[src/rtl/tse_pkg.sv]
// Package for the tab stop expander: widths, register indexes, byte codes,
// reset values and the command/status structs between controller and datapath.
// No dependencies.
`default_nettype none

package tse_pkg;

  localparam int unsigned NUM_STOPS     = 6;   // explicit stops taken into account
  localparam int unsigned NUM_STOP_REGS = 6;   // stop registers in the map
  localparam int unsigned MAX_GAP       = 64;  // most spaces one tab may emit

  localparam int unsigned BYTE_W     = 8;
  localparam int unsigned COL_W      = 16;
  localparam int unsigned STOP_W     = 9;
  localparam int unsigned CNT_W      = 3;
  localparam int unsigned DW_W       = 7;
  localparam int unsigned GAP_W      = $clog2(MAX_GAP + 1);
  localparam int unsigned REG_IDX_W  = 3;
  localparam int unsigned CFG_DATA_W = 9;
  localparam int unsigned STOP_SEL_W = (NUM_STOP_REGS > 1) ? $clog2(NUM_STOP_REGS) : 1;

  // Register map
  localparam logic [REG_IDX_W-1:0] REG_STOP_COUNT    = 3'd0;
  localparam logic [REG_IDX_W-1:0] REG_STOP_A        = 3'd1;
  localparam logic [REG_IDX_W-1:0] REG_STOP_F        = 3'd6;
  localparam logic [REG_IDX_W-1:0] REG_DEFAULT_WIDTH = 3'd7;

  localparam logic [STOP_W-1:0] STOP_MASK [NUM_STOP_REGS] =
    '{9'h07F, 9'h0FF, 9'h0FF, 9'h1FF, 9'h1FF, 9'h1FF};
  localparam logic [STOP_W-1:0] STOP_RESET [NUM_STOP_REGS] =
    '{9'd8, 9'd16, 9'd24, 9'd32, 9'd40, 9'd48};
  localparam logic [DW_W-1:0]   DW_RESET = 7'd8;

  // Byte codes
  localparam logic [BYTE_W-1:0] BYTE_TAB   = 8'd9;
  localparam logic [BYTE_W-1:0] BYTE_NL    = 8'd10;
  localparam logic [BYTE_W-1:0] BYTE_SPACE = 8'd32;

  localparam logic [COL_W-1:0]  COL_MAX = '1;

  typedef struct packed {
    logic load_byte;   // capture the accepted request
    logic search;      // register the explicit stop search
    logic div_start;   // start the default stop remainder
    logic load_gap;    // set the space count and advance the column
    logic emit_byte;   // pass the held byte to the output register
    logic emit_space;  // push one space to the output register
  } tse_cmd_t;

  typedef struct packed {
    logic in_tab;      // byte on the input channel is a tab
    logic found;       // an explicit stop lies past the column
    logic div_done;    // remainder ready
    logic out_free;    // output register can load this cycle
    logic space_last;  // next space is the final one of the tab
  } tse_status_t;

endpackage

`default_nettype wire

[src/rtl/tse_if.sv]
// Valid/ready channel interfaces for the tab stop expander: text byte in,
// text byte plus end marker out. Depends on tse_pkg.
`default_nettype none

interface tse_in_if;
  logic                       valid;
  logic                       ready;
  logic [tse_pkg::BYTE_W-1:0] in_byte;

  modport source (output valid, output in_byte, input ready);
  modport sink   (input valid, input in_byte, output ready);
endinterface

interface tse_out_if;
  logic                       valid;
  logic                       ready;
  logic [tse_pkg::BYTE_W-1:0] out_byte;
  logic                       last;

  modport source (output valid, output out_byte, output last, input ready);
  modport sink   (input valid, input out_byte, input last, output ready);
endinterface

`default_nettype wire

[src/rtl/tab_stop_expander_core.sv]
// Tab stop expander top level: joins controller and datapath to the channels.
// Depends on tse_pkg, tse_if, tse_ctrl and tse_datapath.
//
// Usage: text bytes arrive on in_if, one request per byte. Every byte but a
// tab leaves on out_if unchanged with last set. A tab leaves as 1 to 64
// spaces up to the next tab stop, last set on the final space. Stops are the
// first stop_count of registers stop_a..stop_f, then every default_width
// columns past the largest of them. A newline returns the column to zero.
// Configuration is written through cfg_we_i/cfg_idx_i/cfg_wdata_i only while
// idle; the user must keep to this, as the block does not enforce it. A plain
// byte is accepted, then loaded into the output register once that is free.
// A tab is accepted and its stop search registered; a tab to an explicit stop
// then loads its gap, while a tab to a default stop first runs the bit-serial
// remainder unit. The spaces follow one per cycle while the output is free.
// One byte is worked on at a time; the next request is taken as soon as the
// last result sits in the output register, even if it is still unread.
// A stalled receiver holds the output register and halts the space count.
// Reset empties the output register, sets the column to zero and loads the
// register reset values; no clearing pass is needed.
`default_nettype none

module tab_stop_expander_core (
  input  logic                          clk_i,
  input  logic                          rst_ni,
  input  logic                          cfg_we_i,
  input  logic [tse_pkg::REG_IDX_W-1:0]  cfg_idx_i,
  input  logic [tse_pkg::CFG_DATA_W-1:0] cfg_wdata_i,
  tse_in_if.sink                        in_if,
  tse_out_if.source                     out_if
);
  import tse_pkg::*;

  tse_cmd_t    cmd;
  tse_status_t status;

  tse_ctrl u_ctrl (
    .clk_i      (clk_i),
    .rst_ni     (rst_ni),
    .in_valid_i (in_if.valid),
    .in_ready_o (in_if.ready),
    .status_i   (status),
    .cmd_o      (cmd)
  );

  tse_datapath u_datapath (
    .clk_i       (clk_i),
    .rst_ni      (rst_ni),
    .cfg_we_i    (cfg_we_i),
    .cfg_idx_i   (cfg_idx_i),
    .cfg_wdata_i (cfg_wdata_i),
    .in_byte_i   (in_if.in_byte),
    .out_ready_i (out_if.ready),
    .out_valid_o (out_if.valid),
    .out_byte_o  (out_if.out_byte),
    .out_last_o  (out_if.last),
    .cmd_i       (cmd),
    .status_o    (status)
  );

endmodule

`default_nettype wire

[src/rtl/tse_rem.sv]
// Bit-serial remainder unit: column offset modulo the default stop spacing,
// one dividend bit per cycle. Depends on tse_pkg.
`default_nettype none

module tse_rem (
  input  logic                     clk_i,
  input  logic                     rst_ni,
  input  logic                     start_i,
  input  logic [tse_pkg::COL_W-1:0] dividend_i,
  input  logic [tse_pkg::DW_W-1:0]  divisor_i,
  output logic                     done_o,
  output logic [tse_pkg::DW_W-1:0]  rem_o
);
  import tse_pkg::*;

  localparam int unsigned BIT_CNT_W = $clog2(COL_W);

  logic                 busy_q, done_q;
  logic [BIT_CNT_W-1:0] bit_q;
  logic [COL_W-1:0]     dvd_q;
  logic [DW_W-1:0]      div_q, rem_q;
  logic [DW_W:0]        trial;
  logic [DW_W-1:0]      rem_d;

  // Shift in the next dividend bit, subtract when it fits
  always_comb begin
    trial = {rem_q, dvd_q[COL_W-1]};
    if (trial >= {1'b0, div_q}) begin
      rem_d = DW_W'(trial - {1'b0, div_q});
    end else begin
      rem_d = trial[DW_W-1:0];
    end
  end

  always_ff @(posedge clk_i or negedge rst_ni) begin
    if (!rst_ni) begin
      busy_q <= 1'b0;
      done_q <= 1'b0;
      bit_q  <= '0;
    end else begin
      done_q <= 1'b0;
      if (start_i) begin
        busy_q <= 1'b1;
        bit_q  <= BIT_CNT_W'(COL_W - 1);
      end else if (busy_q) begin
        bit_q <= bit_q - 1'b1;
        if (bit_q == '0) begin
          busy_q <= 1'b0;
          done_q <= 1'b1;
        end
      end
    end
  end

  always_ff @(posedge clk_i) begin
    if (start_i) begin
      dvd_q <= dividend_i;
      div_q <= divisor_i;
      rem_q <= '0;
    end else if (busy_q) begin
      dvd_q <= {dvd_q[COL_W-2:0], 1'b0};
      rem_q <= rem_d;
    end
  end

  assign done_o = done_q;
  assign rem_o  = rem_q;

  a_rem_below_divisor : assert property (@(posedge clk_i) disable iff (!rst_ni)
    done_q |-> (rem_q < div_q))
    else $error("remainder not below divisor");

endmodule

`default_nettype wire

[src/rtl/tse_datapath.sv]
// Datapath of the tab stop expander: configuration registers, column counter,
// stop search, gap computation, space counter and output register.
// Depends on tse_pkg and tse_rem.
`default_nettype none

module tse_datapath (
  input  logic                          clk_i,
  input  logic                          rst_ni,
  input  logic                          cfg_we_i,
  input  logic [tse_pkg::REG_IDX_W-1:0]  cfg_idx_i,
  input  logic [tse_pkg::CFG_DATA_W-1:0] cfg_wdata_i,
  input  logic [tse_pkg::BYTE_W-1:0]     in_byte_i,
  input  logic                          out_ready_i,
  output logic                          out_valid_o,
  output logic [tse_pkg::BYTE_W-1:0]     out_byte_o,
  output logic                          out_last_o,
  input  tse_pkg::tse_cmd_t              cmd_i,
  output tse_pkg::tse_status_t           status_o
);
  import tse_pkg::*;

  // Configuration
  logic [CNT_W-1:0]  stop_count_q;
  logic [STOP_W-1:0] stop_q [NUM_STOP_REGS];
  logic [DW_W-1:0]   dw_q;
  logic [STOP_SEL_W-1:0] stop_sel;

  assign stop_sel = STOP_SEL_W'(cfg_idx_i - REG_STOP_A);

  always_ff @(posedge clk_i or negedge rst_ni) begin
    if (!rst_ni) begin
      stop_count_q <= '0;
      dw_q         <= DW_RESET;
      for (int k = 0; k < NUM_STOP_REGS; k++) begin
        stop_q[k] <= STOP_RESET[k];
      end
    end else if (cfg_we_i) begin
      unique case (cfg_idx_i) inside
        REG_STOP_COUNT:          stop_count_q     <= cfg_wdata_i[CNT_W-1:0];
        [REG_STOP_A:REG_STOP_F]: stop_q[stop_sel] <= cfg_wdata_i & STOP_MASK[stop_sel];
        REG_DEFAULT_WIDTH:       dw_q             <= cfg_wdata_i[DW_W-1:0];
        default: ;
      endcase
    end
  end

  logic [COL_W-1:0]  column_q;

  // Explicit stop search: nearest used stop past the column, and the largest one
  logic [CNT_W-1:0]  n_used;
  logic              srch_found;
  logic [STOP_W-1:0] srch_best, srch_top;

  always_comb begin
    n_used     = (stop_count_q > CNT_W'(NUM_STOPS)) ? CNT_W'(NUM_STOPS) : stop_count_q;
    srch_found = 1'b0;
    srch_best  = '0;
    srch_top   = '0;
    for (int k = 0; k < NUM_STOPS; k++) begin
      if (CNT_W'(k) < n_used) begin
        if (stop_q[k] > srch_top) begin
          srch_top = stop_q[k];
        end
        if ({{(COL_W-STOP_W){1'b0}}, stop_q[k]} > column_q &&
            (!srch_found || stop_q[k] < srch_best)) begin
          srch_best  = stop_q[k];
          srch_found = 1'b1;
        end
      end
    end
  end

  logic              found_q;
  logic [STOP_W-1:0] best_q, top_q;
  logic [BYTE_W-1:0] byte_q;
  logic [GAP_W-1:0]  cnt_q;

  // Default stop spacing, clamped to 1..MAX_GAP
  logic [DW_W-1:0] dw_eff;
  always_comb begin
    if (dw_q == '0) begin
      dw_eff = DW_W'(1);
    end else if (dw_q > DW_W'(MAX_GAP)) begin
      dw_eff = DW_W'(MAX_GAP);
    end else begin
      dw_eff = dw_q;
    end
  end

  logic            rem_done;
  logic [DW_W-1:0] rem;

  tse_rem u_rem (
    .clk_i      (clk_i),
    .rst_ni     (rst_ni),
    .start_i    (cmd_i.div_start),
    .dividend_i (column_q - {{(COL_W-STOP_W){1'b0}}, top_q}),
    .divisor_i  (dw_eff),
    .done_o     (rem_done),
    .rem_o      (rem)
  );

  // Gap to the chosen stop
  logic [COL_W-1:0] expl_diff;
  logic [GAP_W-1:0] expl_gap, dflt_gap, gap_new;
  logic [COL_W:0]   col_sum;
  logic [COL_W-1:0] col_tab;

  always_comb begin
    expl_diff = {{(COL_W-STOP_W){1'b0}}, best_q} - column_q;
    expl_gap  = (expl_diff > COL_W'(MAX_GAP)) ? GAP_W'(MAX_GAP) : expl_diff[GAP_W-1:0];
    dflt_gap  = GAP_W'(dw_eff) - GAP_W'(rem);
    gap_new   = found_q ? expl_gap : dflt_gap;
    col_sum   = {1'b0, column_q} + (COL_W+1)'(gap_new);
    col_tab   = col_sum[COL_W] ? COL_MAX : col_sum[COL_W-1:0];
  end

  // Column and output register
  logic              out_valid_q;
  logic [BYTE_W-1:0] out_byte_q;
  logic              out_last_q;
  logic              out_free;

  assign out_free = !out_valid_q || out_ready_i;

  always_ff @(posedge clk_i or negedge rst_ni) begin
    if (!rst_ni) begin
      column_q    <= '0;
      out_valid_q <= 1'b0;
    end else begin
      if (cmd_i.load_gap) begin
        column_q <= col_tab;
      end else if (cmd_i.emit_byte) begin
        if (byte_q == BYTE_NL) begin
          column_q <= '0;
        end else if (column_q != COL_MAX) begin
          column_q <= column_q + 1'b1;
        end
      end
      if (cmd_i.emit_byte || cmd_i.emit_space) begin
        out_valid_q <= 1'b1;
      end else if (out_ready_i) begin
        out_valid_q <= 1'b0;
      end
    end
  end

  always_ff @(posedge clk_i) begin
    if (cmd_i.load_byte) begin
      byte_q <= in_byte_i;
    end
    if (cmd_i.search) begin
      found_q <= srch_found;
      best_q  <= srch_best;
      top_q   <= srch_top;
    end
    if (cmd_i.load_gap) begin
      cnt_q <= gap_new;
    end else if (cmd_i.emit_space) begin
      cnt_q <= cnt_q - 1'b1;
    end
    if (cmd_i.emit_byte) begin
      out_byte_q <= byte_q;
      out_last_q <= 1'b1;
    end else if (cmd_i.emit_space) begin
      out_byte_q <= BYTE_SPACE;
      out_last_q <= (cnt_q == GAP_W'(1));
    end
  end

  assign out_valid_o = out_valid_q;
  assign out_byte_o  = out_byte_q;
  assign out_last_o  = out_last_q;

  assign status_o.in_tab     = (in_byte_i == BYTE_TAB);
  assign status_o.found      = found_q;
  assign status_o.div_done   = rem_done;
  assign status_o.out_free   = out_free;
  assign status_o.space_last = (cnt_q == GAP_W'(1));

  a_gap_in_range : assert property (@(posedge clk_i) disable iff (!rst_ni)
    cmd_i.load_gap |=> (cnt_q != '0 && cnt_q <= GAP_W'(MAX_GAP)))
    else $error("tab gap out of range");

  a_space_count_live : assert property (@(posedge clk_i) disable iff (!rst_ni)
    cmd_i.emit_space |-> (cnt_q != '0))
    else $error("space emitted with empty count");

endmodule

`default_nettype wire

[src/rtl/tse_ctrl.sv]
// Controller of the tab stop expander: sequences request capture, stop search,
// remainder, and space or byte emission. Depends on tse_pkg.
`default_nettype none

module tse_ctrl (
  input  logic                 clk_i,
  input  logic                 rst_ni,
  input  logic                 in_valid_i,
  output logic                 in_ready_o,
  input  tse_pkg::tse_status_t  status_i,
  output tse_pkg::tse_cmd_t     cmd_o
);
  import tse_pkg::*;

  typedef enum logic [2:0] {
    ST_IDLE,
    ST_SEARCH,
    ST_CHOOSE,
    ST_DIVIDE,
    ST_SPACE,
    ST_EMIT
  } state_e;

  state_e state_q, state_d;
  logic   in_fire;

  assign in_ready_o = (state_q == ST_IDLE);
  assign in_fire    = in_valid_i && in_ready_o;

  always_comb begin
    state_d = state_q;
    cmd_o   = '0;
    unique case (state_q)
      ST_IDLE: begin
        if (in_fire) begin
          cmd_o.load_byte = 1'b1;
          state_d = status_i.in_tab ? ST_SEARCH : ST_EMIT;
        end
      end
      ST_SEARCH: begin
        cmd_o.search = 1'b1;
        state_d = ST_CHOOSE;
      end
      ST_CHOOSE: begin
        if (status_i.found) begin
          cmd_o.load_gap = 1'b1;
          state_d = ST_SPACE;
        end else begin
          cmd_o.div_start = 1'b1;
          state_d = ST_DIVIDE;
        end
      end
      ST_DIVIDE: begin
        if (status_i.div_done) begin
          cmd_o.load_gap = 1'b1;
          state_d = ST_SPACE;
        end
      end
      ST_SPACE: begin
        if (status_i.out_free) begin
          cmd_o.emit_space = 1'b1;
          if (status_i.space_last) begin
            state_d = ST_IDLE;
          end
        end
      end
      ST_EMIT: begin
        if (status_i.out_free) begin
          cmd_o.emit_byte = 1'b1;
          state_d = ST_IDLE;
        end
      end
      default: state_d = ST_IDLE;
    endcase
  end

  always_ff @(posedge clk_i or negedge rst_ni) begin
    if (!rst_ni) begin
      state_q <= ST_IDLE;
    end else begin
      state_q <= state_d;
    end
  end

  a_plain_byte_to_emit : assert property (@(posedge clk_i) disable iff (!rst_ni)
    (in_fire && !status_i.in_tab) |=> (state_q == ST_EMIT))
    else $error("plain byte did not go to emit");

endmodule

`default_nettype wire
[src/flat_wrapper.sv]
// flat-port wrapper written by rule: the top's interface ports become plain ports
module tab_stop_expander_core_flat import tse_pkg::*;
  (clk_i, rst_ni, cfg_we_i, cfg_idx_i, cfg_wdata_i, in_if_valid, in_if_in_byte, in_if_ready, out_if_valid, out_if_out_byte, out_if_last, out_if_ready);
  tse_in_if in_if_i ();
  tse_out_if out_if_i ();
  input  logic clk_i;
  input  logic rst_ni;
  input  logic cfg_we_i;
  input  logic [tse_pkg::REG_IDX_W-1:0] cfg_idx_i;
  input  logic [tse_pkg::CFG_DATA_W-1:0] cfg_wdata_i;
  input wire logic [$bits(in_if_i.valid)-1:0] in_if_valid;
  input wire logic [$bits(in_if_i.in_byte)-1:0] in_if_in_byte;
  output wire logic [$bits(in_if_i.ready)-1:0] in_if_ready;
  output wire logic [$bits(out_if_i.valid)-1:0] out_if_valid;
  output wire logic [$bits(out_if_i.out_byte)-1:0] out_if_out_byte;
  output wire logic [$bits(out_if_i.last)-1:0] out_if_last;
  input wire logic [$bits(out_if_i.ready)-1:0] out_if_ready;
  assign in_if_i.valid = in_if_valid;
  assign in_if_i.in_byte = in_if_in_byte;
  assign in_if_ready = in_if_i.ready;
  assign out_if_valid = out_if_i.valid;
  assign out_if_out_byte = out_if_i.out_byte;
  assign out_if_last = out_if_i.last;
  assign out_if_i.ready = out_if_ready;
  tab_stop_expander_core u_core (.clk_i(clk_i), .rst_ni(rst_ni), .cfg_we_i(cfg_we_i), .cfg_idx_i(cfg_idx_i), .cfg_wdata_i(cfg_wdata_i), .in_if(in_if_i), .out_if(out_if_i));
endmodule
[config.mk]
export PLATFORM = sky130hd
export DESIGN_NAME = tab_stop_expander_core_flat
export DESIGN_NICKNAME = d
export VERILOG_FILES = /design/src/rtl/tse_pkg.sv /design/src/rtl/tse_if.sv /design/src/rtl/tab_stop_expander_core.sv /design/src/rtl/tse_rem.sv /design/src/rtl/tse_datapath.sv /design/src/rtl/tse_ctrl.sv /design/src/flat_wrapper.sv
export SDC_FILE = /design/constraint.sdc
export NUM_CORES = 1
export LEC_CHECK = 0
export BUFFER_PORTS_ARGS = -buffer_cell sky130_fd_sc_hd__buf_4
export CORE_MARGIN = 10
export CORE_UTILIZATION = 58
export CTS_BUF_LIST = sky130_fd_sc_hd__clkbuf_16
export CTS_CLUSTER_SIZE = 30
export DETAILED_ROUTE_END_ITERATION = 8
export PLACE_DENSITY = 0.78
export SYNTH_ARGS = -nofsm -noshare
export SYNTH_HDL_FRONTEND = slang
export SYNTH_SLANG_ARGS = --single-unit
[constraint.sdc]
create_clock -name clk_i -period 11.67 [get_ports clk_i]
set_input_delay 1.167 -clock clk_i [delete_from_list [all_inputs] [get_ports clk_i]]
set_output_delay 1.167 -clock clk_i [all_outputs]
set_load 0.1 [all_outputs]
# Word level (Yosys, flattened, before mapping)
# Memory sizes are Yosys's and may differ from the RTL's.
# Cells that the tools add are included.
[totals] ff_bits=163 latch_bits=0 mem_bits_rw=0 romBits=72 wordCells=205 n_memories=1
[mem_list] name="(name not given)" depth=8 word_bits=9 rd=1 rd_clocked_by_memory_dff=0 wr=0 line_no="tse_datapath.sv:40" rtl="[REG_STOP_A:REG_STOP_F]: stop_q[stop_sel] <= cfg_wdata_i & STOP_MASK[stop_sel];"
[classes] add_sub_neg=9 multipliers=0 div_mod_pow=0 magnitude_cmp=31 n_eq_ne=15 shift=0 n_mux=87 n_bitwise=2 n_reduce_logical=36
[ops] operator="$mux W9" count=27
[ops] operator="$mux W16" count=7
[ops] operator="$gt A9 B16 Y1" count=6
[ops] operator="$bwmux W54" count=1
[ops] operator="$mux W7" count=7
[ops] operator="$gt A9 B9 Y1" count=5
[ops] operator="$lt A9 B9 Y1" count=5
[ops] operator="$mux W1" count=30
[ops] operator="$demux W9 S3" count=1
[ops] operator="$mux W3" count=8
[ops] operator="$pmux W3 S6" count=1
[ops] operator="$add A16 B7 Y17" count=1
[ops] operator="$add A16 B1 Y16 const B" count=1
[ops] operator="$eq A8 B4 Y1 const B" count=2
[ops] operator="$gt A16 B7 Y1 const B" count=1
[ops] operator="$mux W8" count=2
[ops] operator="$ne A16 B16 Y1 const B" count=1
[ops] operator="$sub A16 B9 Y16" count=1
[ops] operator="$sub A9 B16 Y16" count=1
[ops] operator="$sub A7 B7 Y7" count=2
[ops] operator="$reduce_bool A2 Y1" count=5
[ops] operator="$and A9 B9 Y9" count=1
[ops] operator="$eq A3 B3 Y1 const B" count=3
[ops] operator="$gt A9 B1 Y1 const B" count=1
[ops] operator="30 further kinds" count=60

# Longest topological paths before layout
[logic_depth] word_depth=29 ltp_mapped=64 ltp_nobuf=56

# Modules after synthesis
# From an unflattened synthesis, not the netlist that was laid out.
[unflattened] hier_cells=1490 area_unflattened_um2=13680.6
[modules_own_cells] mod="tse_datapath" instances=1 cells_per_inst=1295 area_each_um2=11492.3
[modules_own_cells] mod="tse_rem" instances=1 cells_per_inst=163 area_each_um2=1911.8
[modules_own_cells] mod="tse_ctrl" instances=1 cells_per_inst=32 area_each_um2=276.5

# Worst setup path before layout
# Ideal clock, no wire load.
[synth_path] kind="register to register" start="reg u_core.u_datapath.stop_count_q[2]" end="reg u_core.u_datapath.top_q[3] (data pin)" arrival_ps=10842 required_ps=11404 path_slack_ps=562 stages_incl_launch_ff=65 path_buffers=8 synth_period_minus_slack_ps=11108 path_cell_list="dfrtp_1 buf_2 or3_1 clkbuf_1 nand2_1 ha_1 nor2b_1 o21a_1 o21a_1 o21a_1 o21ai_1 a21oi_1 o22a_1 clkbuf_1 buf_1 a21o_1 and2_1 ha_1 [29 not listed] o21ai_0 a211oi_1 clkbuf_1 a22o_1 o22ai_1 ha_1 nor2b_1 o21a_1 o21a_1 o21a_1 o21a_1 o21a_1 o21a_1 o21ai_0 a211oi_1 clkbuf_1 nand2_1 o21ai_0"
[synth_via] elab_chain_len=19 elab_cells_between_ends=24 cone_classes="12 x order compare; 12 x mux"
[synth_lines] item="start, declared" line_no="tse_datapath.sv:23" rtl="logic [CNT_W-1:0] stop_count_q;"
[synth_lines] item="start signal, assigned" line_no="tse_datapath.sv:39" rtl="REG_STOP_COUNT: stop_count_q <= cfg_wdata_i[CNT_W-1:0];"
[synth_lines] item="$gt A3 B3 Y1" line_no="tse_datapath.sv:55" rtl="n_used = (stop_count_q > CNT_W'(NUM_STOPS)) ? CNT_W'(NUM_STOPS) : stop_count_q;"
[synth_lines] item="$mux W3 (*)" line_no="tse_datapath.sv:55"
[synth_lines] item="$lt A1 B3 Y1" line_no="tse_datapath.sv:60" rtl="if (CNT_W'(k) < n_used) begin"
[synth_lines] item="$mux W9" line_no="tse_datapath.sv:60"
[synth_lines] item="$gt A9 B9 Y1" line_no="tse_datapath.sv:61" rtl="if (stop_q[k] > srch_top) begin"
[synth_lines] item="$mux W9" line_no="tse_datapath.sv:61"
[synth_lines] item="$mux W9" line_no="tse_datapath.sv:60"
[synth_lines] item="$gt A9 B9 Y1" line_no="tse_datapath.sv:61"
[synth_lines] item="[4 not listed]"
[synth_lines] item="$mux W9" line_no="tse_datapath.sv:60"
[synth_lines] item="$gt A9 B9 Y1" line_no="tse_datapath.sv:61"
[synth_lines] item="$mux W9" line_no="tse_datapath.sv:61"
[synth_lines] item="$mux W9" line_no="tse_datapath.sv:60"
[synth_lines] item="$gt A9 B9 Y1" line_no="tse_datapath.sv:61"
[synth_lines] item="$mux W9" line_no="tse_datapath.sv:61"
[synth_lines] item="$mux W9 (*)" line_no="tse_datapath.sv:60"
[synth_lines] item="net u_core.u_datapath.srch_top[3]" line_no="tse_datapath.sv:52" rtl="logic [STOP_W-1:0] srch_best, srch_top;"
[synth_lines] item="end signal, assigned" line_no="tse_datapath.sv:155" rtl="top_q <= srch_top;"
[synth_lines] item="end, declared" line_no="tse_datapath.sv:74" rtl="logic [STOP_W-1:0] best_q, top_q;"
# The timed path passes the listed nets; every way through them passes the cells marked *.
# A chain may end at the register's enable or synchronous reset.

# Worst setup path in the final report
[layout_path] start="reg u_core.u_datapath.stop_count_q[1]" end="reg u_core.u_datapath.top_q[7] (data pin)"
# Same word-level chain as after synthesis.

==> impl_results.md <==
- Status: finished clean
- Clock buffer depth: 2
- Reg2Reg Depth: 57
- Hold Vio Cnt, Final: 0
- TritonCTS buffer count: 17
- Hold Path Class: reg2reg
- Dpl hpwl: roughly 32 mm
- NumNets Final: 1795
- Synth-to-Final Area Change: 12.1%
- Top cells by area, synth: ha_1 (17%), dfrtp_1 (15%), edfxtp_1 (14%)
- Clk root buf: clkbuf_16
- Vias in the first global route: 11700
- Routed Antenna Nets: 0
- Post-DP Area: roughly 0.014 sq mm
- Final Max Tran Viols: 0
- CP max-delay cell: dfrtp_1
- Post-synthesis register bit count: 163
- Pin count of the biggest net entering global routing: 64
- Fill count: 1947
- DRC viols: 0
- Number of synthesized flops with an enable pin: 65
- CTS tree: built
- Vias/cell: 6.40
- Final period util: 95.5%
- Crit path DAT: 11340 ps
- Pwr per Cell Area: 313 mW/mm^2
- Met2 Track Usage GR: 43.0%
- R2R Path End: u_core.u_datapath.top_q[7]
- R2R setup slack: 530 ps
- CP most frequent cell: o21a_1
- CORE AREA: 0.0233 sq mm
- TNS Setup: 0 ps
- Std cell rows: 56
- Starting DRC count in detailed routing: 1148
- Count of different cell masters after synthesis: 81
- Post-cts hold buffer count: 0
- WL/cell: between 20 and 25 microns
- Synthesized cell area: about 0.014 sq mm
- Routed WL: between 40 and 50 mm
- CP Capture Type: flop
- H-tree depth: 4
- CP peak stage delay: 450 ps
- CTS Sinks: between 150 and 200
- RD Place Congestion: 0.990
- Fmax: 89.8 MHz
- Total Die Area: 0.0301 sq mm
- Avg Synthesized Cell Area: about 9 sq um
- Top-area cell type share of the netlist area: 17.1%
- Critical Path RT: 11870 ps
- P_leak: roughly 0.0068 uW
- Via count: about 12000
- Global-route wire length before repair: 64.0 mm
- Maximum vdd drop: around 0.00023 V
- Max_slew headroom: 3.50%
- Die X: 173 microns
- Hold wc startpoint: u_core.u_datapath.out_last_o
- Syn Inst Count: 1510
- Worst setup SP type: flop
- Area leader, netlist: ha_1
- Worst-margin pin slew: ~1400 ps
- Share of cells above drive strength 1: 14.6%
- Hold Path Cell Cnt: 2
- DRT Pass-1 Iters: 6
- Met1 GRT Util: 32.8%
- Initial Util: 58.5%
- ANT cells: 0
- Setup Skew: 13.6 ps
- # port buffers: 35
- Ports: 36
- Main flop type after synthesis: dfrtp_1
- Final setup vio count: 0
- Clock Latency Late Sink: 450 ps
- Register area share after synthesis: 32.1%
- Met3 Usage GRT: 5.66%
- DIE HEIGHT: approximately 170 microns
- Min Tclk post-route: 11140 ps
- R2r startpoint: u_core.u_datapath.stop_count_q[1]
- Syn Nets: 1727
- Critical path peak fanout: 9
- GRT overflow: 0
- Hold_ws: about 490 ps
- Crit Path Class: reg2reg
- Antenna violations before repair: 0
- Synth Warn #: 0
- Tot GR Track Use: between 20% and 30%
- Ys async rst share: 55.2%
- Design area: 0.0153 sq mm
- Top Usage Layer GRT: met2
- Clk slew on worst S/H paths: 70 ps
- Hold Path Sink: u_core.u_datapath.out_last_o
- Total of max-cap violations: 0
[registers in the layout, summed over array words and instances (netlist names)]
name,count
u_core.u_datapath.out_last_o,1
u_core.u_ctrl.state_q,3
u_core.u_datapath.u_rem.bit_q,4
u_core.u_datapath.out_valid_o,1
u_core.u_datapath.cnt_q,7
u_core.u_datapath.u_rem.div_q,7
u_core.u_datapath.u_rem.busy_q,1
u_core.u_datapath.u_rem.dvd_q,16
u_core.u_datapath.best_q,9
u_core.u_datapath.top_q,9
u_core.u_datapath.u_rem.rem_o,7
u_core.u_datapath.byte_q,8
u_core.u_datapath.dw_q,7
u_core.u_datapath.stop_q,54
u_core.u_datapath.found_q,1
u_core.u_datapath.u_rem.done_o,1
u_core.u_datapath.stop_count_q,3
u_core.u_datapath.out_byte_o,8
u_core.u_datapath.column_q,16
[worst max-delay path, delay by kind of cell (launching register included)]
kind            cells  cell delay, ps
buf+inv             5             950
compound gates     39            6670
flops               1             450
fa+ha+maj           5            1350
simple gates        8            1430
[placed cells by master, fill, tap and decap left out, types with 17 or more instances in the layout]
master / count
a211oi_1: 26
a21o_1: 40
a21oi_1: 87
and3_1: 17
buf_4: 105
clkbuf_16: 18
dfrtp_1: 78
edfxtp_1: 65
ha_1: 187
inv_1: 110
mux2_2: 52
nand2_1: 120
nand2b_1: 18
nand3_1: 35
nand4_1: 30
nor2_1: 94
nor2b_1: 32
nor3_1: 31
o21a_1: 34
o21ai_0: 98
xnor2_1: 24
[per-layer routing]
metal / wire length [microns] / vias up / part of all wire, %
li1: - / 5734 / -
met1: 16600 / 5761 / 40
met2: 18700 / 582 / 46
met3: 3350 / 147 / 8.2
met4: 2350 / 0 / 5.7
met5: 0 / - / 0
[report_power, final]
group,leakage (uW),internal [uW],switching [uW],total (uW)
clock network,0.000291,293,268,561
registers,0.00174,877,304,1180
logic,0.00475,1280,1760,3040
total,0.00678,2450,2330,4790
[logic make-up after synthesis]
family                   count (synthesis)  share of synthesized area [%]
adder cells (fa/ha/maj)                192                           17.9
buffers and inverters                  166                           4.76
flip-flops                             163                           32.1
AO/OA/AOI/OAI                          443                           21.3
AND/OR/NAND/NOR                        443                           16.2
XOR/XNOR                                36                           2.31
multiplexers                            67                           5.44
[cells in the mapped netlist (35+ instances only)]
cell      count
a21o_1       40
a21oi_1      89
clkbuf_1     42
dfrtp_1      80
edfxtp_1     65
ha_1        187
inv_1       109
mux2_2       52
nand2_1     120
nand3_1      35
nor2_1       95
o21ai_0     100
[worst max path at each step]
| stage | start | end | slack, ps | cells after the start |
|---|---|---|---|---|
| floorplan | u_core.u_datapath.stop_count_q[2] | u_core.u_datapath.top_q[3] | 560 | 64 |
| global placement | u_core.u_datapath.column_q[15] | u_core.u_datapath.best_q[7] | -410 | 55 |
| detailed placement | u_core.u_datapath.column_q[15] | u_core.u_datapath.best_q[7] | -310 | 53 |
| CTS | u_core.u_datapath.column_q[6] | u_core.u_datapath.best_q[7] | 120 | 56 |
| global route | u_core.u_datapath.column_q[6] | u_core.u_datapath.best_q[7] | -30 | 57 |
| finish | u_core.u_datapath.stop_count_q[1] | u_core.u_datapath.top_q[7] | 530 | 57 |
[timing repair]
action                     4_1_cts  5_1_grt
cloned                           0        1
gates resized for setup          6       18
pin swaps                        0        4
buffers inserted                 0       15
setup endpoints to repair       12       18
[stage by stage]
stage | setup slack [ps] | util (%) | instances | total power [uW]
after global placement | -413 | 62.1 | 1862 | 4020
final | 530 | 65.6 | 1910 | 4790
after global routing | -28.9 | 65.6 | 1910 | 5180
after detailed placement | -312 | 62.1 | 1862 | 4090
after floorplan | 562 | - | 1510 | 3180
after CTS | 123 | 64.6 | 1894 | 4670
[cell type report]
| class | instances | area [sq um] | area share (%) |
|---|---|---|---|
| tap | 319 | 399 | 2.61 |
| multi-input combinational | 1182 | 8750 | 57.2 |
| timing repair buffer | 105 | 788 | 5.15 |
| inverter | 109 | 409 | 2.68 |
| sequential | 163 | 4380 | 28.6 |
| clock inverter | 14 | 121 | 0.794 |
| clock buffer | 18 | 450 | 2.95 |
(Power assumes the default switching activity.)
